===== config.mk =====
export PLATFORM = sky130hd
export DESIGN_NAME = bbpp_alu
export DESIGN_NICKNAME = d
export VERILOG_FILES = /design/src/rtl/core/bbpp_pkg.sv /design/src/rtl/core/bbpp_alu.sv
export SDC_FILE = /design/constraint.sdc
export NUM_CORES = 1
export LEC_CHECK = 0
export BUFFER_PORTS_ARGS = -buffer_cell sky130_fd_sc_hd__buf_2
export CAP_MARGIN = 20
export CORE_UTILIZATION = 34
export CTS_BUF_LIST = sky130_fd_sc_hd__clkbuf_16
export DETAILED_ROUTE_END_ITERATION = 8
export HOLD_SLACK_MARGIN = 0.05
export MAX_ROUTING_LAYER = met4
export REMOVE_ABC_BUFFERS = 1
export SLEW_MARGIN = 0
export SYNTH_ARGS = -nofsm -noshare
export SYNTH_HDL_FRONTEND = slang
export SYNTH_SLANG_ARGS = --single-unit

===== constraint.sdc =====
create_clock -name i_clk -period 11.8 [get_ports i_clk]
set_input_delay 1.18 -clock i_clk [delete_from_list [all_inputs] [get_ports i_clk]]
set_output_delay 1.18 -clock i_clk [all_outputs]
set_load 0.01 [all_outputs]

===== src/rtl/core/bbpp_pkg.sv =====
// Shared types, constants and helpers for the bang-bang profile planner.
`timescale 1ns / 1ps
package bbpp_pkg;

    localparam int FRAC_BITS    = 16;
    localparam int MAX_SEGMENTS = 10;
    localparam int SEG_CNT_W    = $clog2(MAX_SEGMENTS + 1);
    localparam int TOL_W        = 16;
    localparam int DUR_W        = 41;
    localparam int QUO_W        = 64 + FRAC_BITS;
    localparam logic [DUR_W-1:0] DUR_CAP = {1'b1, {(DUR_W-1){1'b0}}};

    typedef enum logic [2:0] {
        KIND_BRAKE_REV  = 3'd0,
        KIND_ACCEL      = 3'd1,
        KIND_CRUISE     = 3'd2,
        KIND_DECEL      = 3'd3,
        KIND_BRAKE_OVER = 3'd4
    } t_kind;

    typedef enum logic [1:0] {
        OP_MUL  = 2'd0,
        OP_DIV  = 2'd1,
        OP_QDIV = 2'd2,
        OP_SQRT = 2'd3
    } t_alu_op;

    typedef enum logic [3:0] {
        S_IDLE, S_START, S_VV, S_SQ, S_DEC, S_PICK, S_LIM, S_RA,
        S_SQRT, S_PK2, S_DIST, S_DUR, S_UPD, S_EMIT
    } t_state;

    typedef struct packed {
        logic        valid;
        t_alu_op     op;
        logic [63:0] a;
        logic [31:0] b;
    } t_alu_req;

    typedef struct packed {
        logic        busy;
        logic        done;
        logic [63:0] result;
    } t_alu_rsp;

    typedef struct packed {
        logic signed [31:0] target_displacement;
        logic signed [31:0] start_velocity;
        logic [30:0]        velocity_limit;
        logic [30:0]        accel_limit;
    } t_in_item;

    typedef struct packed {
        logic [2:0]         segment_kind;
        logic signed [31:0] segment_accel;
        logic [30:0]        segment_duration;
        logic signed [31:0] segment_distance;
        logic signed [31:0] segment_end_velocity;
        logic [30:0]        plan_time;
        logic               last_segment;
    } t_out_item;

    function automatic logic signed [31:0] sat_s32(input logic signed [63:0] v);
        logic signed [31:0] r;
        if (v > 64'sh0000_0000_7FFF_FFFF) begin
            r = 32'sh7FFF_FFFF;
        end else if (v < $signed(64'hFFFF_FFFF_8000_0000)) begin
            r = $signed(32'h8000_0000);
        end else begin
            r = v[31:0];
        end
        return r;
    endfunction

    function automatic logic [30:0] sat_u31(input logic [DUR_W-1:0] v);
        logic [30:0] r;
        if (v > DUR_W'(31'h7FFF_FFFF)) begin
            r = 31'h7FFF_FFFF;
        end else begin
            r = v[30:0];
        end
        return r;
    endfunction

endpackage


===== src/rtl/core/bbpp_alu.sv =====
// Shared bit-serial unit: multiply, divide, scaled divide and integer square root.
`timescale 1ns / 1ps
module bbpp_alu import bbpp_pkg::*; (
    input  logic     i_clk,
    input  logic     i_rst_n,
    input  t_alu_req i_req,
    output t_alu_rsp o_rsp
);

    logic             r_busy, n_busy;
    logic             r_done, n_done;
    t_alu_op          r_op, n_op;
    logic [6:0]       r_cnt, n_cnt;
    logic [QUO_W-1:0] r_x, n_x;
    logic [63:0]      r_acc, n_acc;
    logic [63:0]      r_y, n_y;
    logic [31:0]      r_p, n_p;

    logic [32:0] w_trial;
    logic        w_ge;
    logic [63:0] w_sq_s;
    logic        w_sq_ge;
    logic [63:0] w_qsat;

    assign w_trial = {r_p, r_x[QUO_W-1]};
    assign w_ge    = w_trial >= {1'b0, r_y[31:0]};
    assign w_sq_s  = r_acc | r_y;
    assign w_sq_ge = r_x[63:0] >= w_sq_s;
    assign w_qsat  = (|r_x[QUO_W-1:DUR_W-1]) ? 64'(DUR_CAP) : r_x[63:0];

    always_comb begin
        n_busy = r_busy;
        n_done = 1'b0;
        n_op   = r_op;
        n_cnt  = r_cnt;
        n_x    = r_x;
        n_acc  = r_acc;
        n_y    = r_y;
        n_p    = r_p;
        if (!r_busy && i_req.valid) begin
            n_busy = 1'b1;
            n_op   = i_req.op;
            n_acc  = '0;
            n_p    = '0;
            n_y    = {32'b0, i_req.b};
            case (i_req.op)
                OP_MUL: begin
                    n_x   = QUO_W'(i_req.a);
                    n_cnt = 7'd32;
                end
                OP_DIV: begin
                    // dividend sits on top so its bits leave first
                    n_x   = {i_req.a, {FRAC_BITS{1'b0}}};
                    n_cnt = 7'd64;
                end
                OP_QDIV: begin
                    // run through the fraction bits too for a scaled quotient
                    n_x   = {i_req.a, {FRAC_BITS{1'b0}}};
                    n_cnt = 7'(QUO_W);
                end
                default: begin
                    n_x   = QUO_W'(i_req.a);
                    n_y   = 64'h4000_0000_0000_0000;
                    n_cnt = 7'd32;
                end
            endcase
        end else if (r_busy) begin
            case (r_op)
                OP_MUL: begin
                    if (r_y[0]) n_acc = r_acc + r_x[63:0];
                    n_x = r_x << 1;
                    n_y = r_y >> 1;
                end
                OP_DIV, OP_QDIV: begin
                    n_p = w_ge ? 32'(w_trial - {1'b0, r_y[31:0]}) : w_trial[31:0];
                    n_x = {r_x[QUO_W-2:0], w_ge};
                end
                default: begin
                    if (w_sq_ge) begin
                        n_x   = QUO_W'(r_x[63:0] - w_sq_s);
                        n_acc = (r_acc >> 1) | r_y;
                    end else begin
                        n_acc = r_acc >> 1;
                    end
                    n_y = r_y >> 2;
                end
            endcase
            n_cnt = r_cnt - 7'd1;
            if (r_cnt == 7'd1) begin
                n_busy = 1'b0;
                n_done = 1'b1;
            end
        end
    end

    always_ff @(posedge i_clk) begin
        if (!i_rst_n) begin
            r_busy <= 1'b0;
            r_done <= 1'b0;
        end else begin
            r_busy <= n_busy;
            r_done <= n_done;
        end
        r_op  <= n_op;
        r_cnt <= n_cnt;
        r_x   <= n_x;
        r_acc <= n_acc;
        r_y   <= n_y;
        r_p   <= n_p;
    end

    always_comb begin
        o_rsp.busy = r_busy;
        o_rsp.done = r_done;
        case (r_op)
            OP_MUL:  o_rsp.result = r_acc;
            OP_DIV:  o_rsp.result = r_x[63:0];
            OP_QDIV: o_rsp.result = w_qsat;
            default: o_rsp.result = r_acc;
        endcase
    end

endmodule


======== After elaboration in Yosys (flattened, before gate mapping) ========
Index checks and enable logic that the tools add are counted.
cells by class
  multiplexer cells ....................... 22
  reductions and logical operators ........ 15
  $add $sub $neg .......................... 4
  order comparisons ....................... 2
  bitwise gates (word level) .............. 5
  eq/ne operators ......................... 7
operators with widths
  operator             number
  $pmux 64 s2          3
  $mux 64              5
  $mux 80              4
  $pmux 80 s2          1
  $sub 64x64->65       1
  $add 64x64->64       1
  $ge 64x64->1         1
  $or 63x64->64        1
  $or 64x64->64        1
  $mux 63              1
  $reduce_or 40->1     1
  $ge 33x32->1         1
  $mux 32              1
  $sub 32x32->32       1
  $mux 7               2
  $pmux 7 s2           1
  $eq 7x1->1 const B   1
  $sub 7x1->7 const B  1
  $reduce_and 2->1     3
  $reduce_or 3->1      2
  $eq 2x1->1 const B   2
  $eq 2x2->1 const B   2
  $logic_not 2->1      2
  $mux 1               4
  other kinds (8)      12
storage, ports and cells
  register bits ........................... 251
  logic and storage cells ................. 63
  input bits .............................. 101
  output and inout bits ................... 66

======== Logic depth before layout (Yosys ltp) ========
  depth in word-level cells ............... 6
  mapped depth ............................ 16
  mapped depth without buffers ............ 14

======== Least setup slack after synthesis ========
Ideal clock, no wire load.
  kind .................................... reg-to-reg
  start point ............................. register r_x[23]
  end point ............................... register r_x[0] (enable)
  stages on the path, launching flop included .. 13
  library setup time ...................... 444 ps
  period minus slack after synthesis ...... 4829 ps
  buffers on the path ..................... 3
  data required time ...................... 11356 ps
  arrival time ............................ 4385 ps
  setup slack ............................. 6971 ps
  cell sequence ........................... edfxtp_1 > ha_1 > nand2_1 > or4_1 > nor4b_1 > nand4_1 > o31ai_1 > a21o_1 > a41o_1 > buf_6 > buf_6 > buf_2 > o21a_1
between the ends
  longest elaborated chain between the ends .. 3
RTL lines
  item                                line             source
  start: declaration                  bbpp_alu.sv:14   logic [QUO_W-1:0] r_x, n_x;
  start signal: assignment            bbpp_alu.sv:106  r_x <= n_x;
  $ge 64x64->1                        bbpp_alu.sv:28   assign w_sq_ge = r_x[63:0] >= w_sq_s;
  $reduce_bool 4->1 (no source line)  n/a
  $reduce_and 2->1 (no source line)   n/a
Every way passes these cells.
A chain may end at the register's enable or synchronous reset.

==> summary.txt <==
Yosys
  – Dominant cells by area after synthesis: edfxtp_1 (20%), ha_1 (9.1%), dfxtp_1 (8.6%)
  – Synth cell types: between 80 and 90
  – Cell taking the most area after synthesis: edfxtp_1
  – YS warnings: 0
  – Asr flop ratio synth: 0
  – Most used flip-flop cell after synthesis: edfxtp_1
  – Synth Register Bits: 250
  – Syn_area_per_cell: roughly 8.0 sq um
  – Sequential area share after synthesis: 0.286
  – Post-synth EDFFs: 152
  – Synth Cell Area: around 0.023 sq mm
  – Cell count after synthesis: about 2800
  – Synth top area share: 0.200

STA
  – Crit path time final: 5.15 ns
  – Worst slew margin: 0.225
  – RSZ-0062 raised after global routing: false
  – Hold WS: roughly 0.47 ns
  – Final hold violations: 0
  – Final setup fails: 0
  – Skew final: approximately 0.016 ns
  – Final period utilization: 0.436
  – Fmax: 194 MHz
  – Fin Setup TNS: 0 ns
  – Worst-Margin Slew: 1.16 ns
  – Pins Over Slew Limit: 0

Clock network
  – TritonCTS clock tree: built
  – Clock H-tree levels: 1
  – CTS sink cnt: 250
  – CTS max path bufs: 3
  – Clock Latency Late Sink: between 0.6 and 0.7 ns
  – Post-CTS setup buffers: 0
  – CTS clock-pin slew for the worst setup and hold paths: 0.07 ns
  – Hold_buf cts: 0
  – Post_cts resized: 0
  – CTS Buf Count: 31
  – Root buffer cell: clkbuf_16

Route
  – DR vias: 22700
  – Routed Antenna Nets: 0
  – Met3 WL: 8870 um
  – DR iter-0 viols: about 2700
  – Top sig layer: met4
  – Initial DRT Pass Iterations: 9
  – Metal-1 WL: 39600 um
  – Vias per cell: 6.03
  – WL/cell: around 24 um
  – Post-route DRC: 12
  – Met2 routed WL: 38000 um
  – Detailed Route WL: 89500 um

Die
  – Row Count: 94
  – Ports: 167
  – CORE AREA: 0.0661 sq mm
  – Initial Util: 0.346
  – Die Footprint: around 0.07 sq mm
  – Die H: 261 um
  – Die width: 261 um

Job
  – Max Cap Violations: 0

Critical path
  – Critical Path RT: approximately 11 ns
  – Reg2Reg Capture Point: r_x[73]
  – Worst reg-to-reg setup slack: 7.30 ns
  – Crit path max fanout: 33
  – Worst r2r path cells: 13
  – Critical path startpoint category: register
  – Setup CP Type: register to output port
  – Crit path arrival time: 3.97 ns
  – Critical Path Sink Type: output port
  – Reg2reg start: r_y[0]

Cells and area
  – Register area: 0.00653 sq mm
  – FILL cells: 6980
  – Nets: 3149
  – Multi-input gate area: 0.0151 sq mm
  – Non-Filler Instances: 3769
  – Area Overhead vs Synth: 10.7%
  – Fin util: 0.383
  – Share of cells above drive strength 1: 0.0972
  – Post-route cell area: around 0.025 sq mm

Status
  – Failing checks: DRC
  – Outcome: finished with violations

Place
  – Area post-placement: 0.0243 sq mm
  – Port Buf Inserts: between 150 and 200
  – Detailed placement HPWL: 67700 um
  – Dpl cells: between 3000 and 4000
  – Placer congestion estimate: 0.979

Global route
  – First-pass GRT wire length: 133000 um
  – GRT Residual Overflow: 0
  – Vias in the first global route: 20800
  – Initial antenna violation count: 4
  – Pin count of the biggest net entering global routing: 110
  – All-Layer GR Usage: 0.263

Hold path
  – Hold Crit Endpoint: r_p[31]
  – Worst min-delay path class: register to register
  – Hold Crit Depth: 2
  – Hold wc startpoint: r_p[31]

Power and ir drop
  – Peak supply drop: 0.123 mV
  – P_leak: 10.4 nW
  – Power density over cell area: 208 mW/mm^2
[synthesized netlist by cell type, types with 88 or more instances]
master and instances:
nand2_1 255, inv_1 141, o21ai_0 254, clkbuf_1 162, mux2i_1 125, ha_1 167
a21oi_1 261, a21o_1 88, xnor2_1 94, nor2_1 234, edfxtp_1 152, dfxtp_1 98
[through the flow]
step,setup WS [ns],power (mW)
after global placement,7.39,4.26
after global routing,6.43,5.61
final,6.65,5.27
after CTS,6.66,5.22
after detailed placement,7.31,4.26
after floorplan,3.73,3.44
[per-layer routing]
metal	GRT usage	vias up
met5	-	-
met3	0.0518	140
li1	-	10700
met2	0.379	1030
met1	0.364	10900
met4	0.0879	0
[area by class of cell]
class,instances,share of cell area
timing repair buffer,192,0.0407
inverter,141,0.0211
clock buffer,31,0.0307
tap,864,0.0427
clock inverter,26,0.00791
sequential,250,0.258
antenna,3,0.000297
multi-input combinational,2262,0.599
[worst max path at each step]
stage,from,depth (start not counted),to
finish,r_x[70],9,o_rsp[6]
global route,r_x[70],9,o_rsp[6]
CTS,r_x[43],9,o_rsp[6]
detailed placement,r_x[43],9,o_rsp[6]
global placement,r_y[0],13,r_x[71]
floorplan,i_req[98],4,r_x[1]
[power breakdown]
part | internal [mW] | leakage, nW | switching, mW
clock network | 0.539 | 0.498 | 0.417
registers | 1.15 | 2.37 | 0.262
logic | 1.12 | 7.49 | 1.78
total | 2.81 | 10.4 | 2.46
[cells by family after synthesis]
family / share of synthesized area
flops: 0.286
compound gates: 0.287
mux: 0.0567
xor+xnor: 0.0533
fa+ha+maj: 0.0941
simple gates: 0.168
buf+inv: 0.0552
[critical path, cell delays in order (launching register included)]
cell and delay (ns):
edfxtp_1 0.42, nor4_1 0.62, nand4_1 0.18, nor3_1 0.28
a21oi_1 0.15, nor2b_4 0.74, buf_4 0.59, nand2_1 0.12
o21ai_0 0.10, buf_2 0.16
[sequential cells by signal, summed over array words and instances, names as in the netlist]
name and flops:
r_cnt 7, r_busy 1, r_x 80, r_done 1, r_op 2, r_acc 64, r_y 63, r_p 32
[cell usage in the layout, fill, tap and decap left out, types with 8 or more instances in the layout]
master,n
a22oi_1,9
nor2_1,232
ha_1,164
o22ai_1,12
clkinv_2,8
dfxtp_1,98
nand2_1,255
o31ai_1,13
o21ai_0,254
xnor2_1,94
a221o_1,19
a221oi_1,38
buf_2,166
a31oi_1,51
nand3_1,47
mux2i_1,125
clkinv_1,8
buf_4,25
and3_1,25
and2_1,11
xor2_1,45
nor4_1,23
o221ai_1,37
nand2b_1,22
o211ai_1,18
inv_1,144
o21bai_1,31
edfxtp_1,152
o31a_1,8
nor3_1,45
nand4_1,50
nor2b_1,25
a21boi_0,16
a21oi_1,261
nand3b_1,34
clkbuf_16,31
o21a_1,21
a21o_1,88
a211oi_1,64
Note: power is estimated with default switching activity, not from simulation.
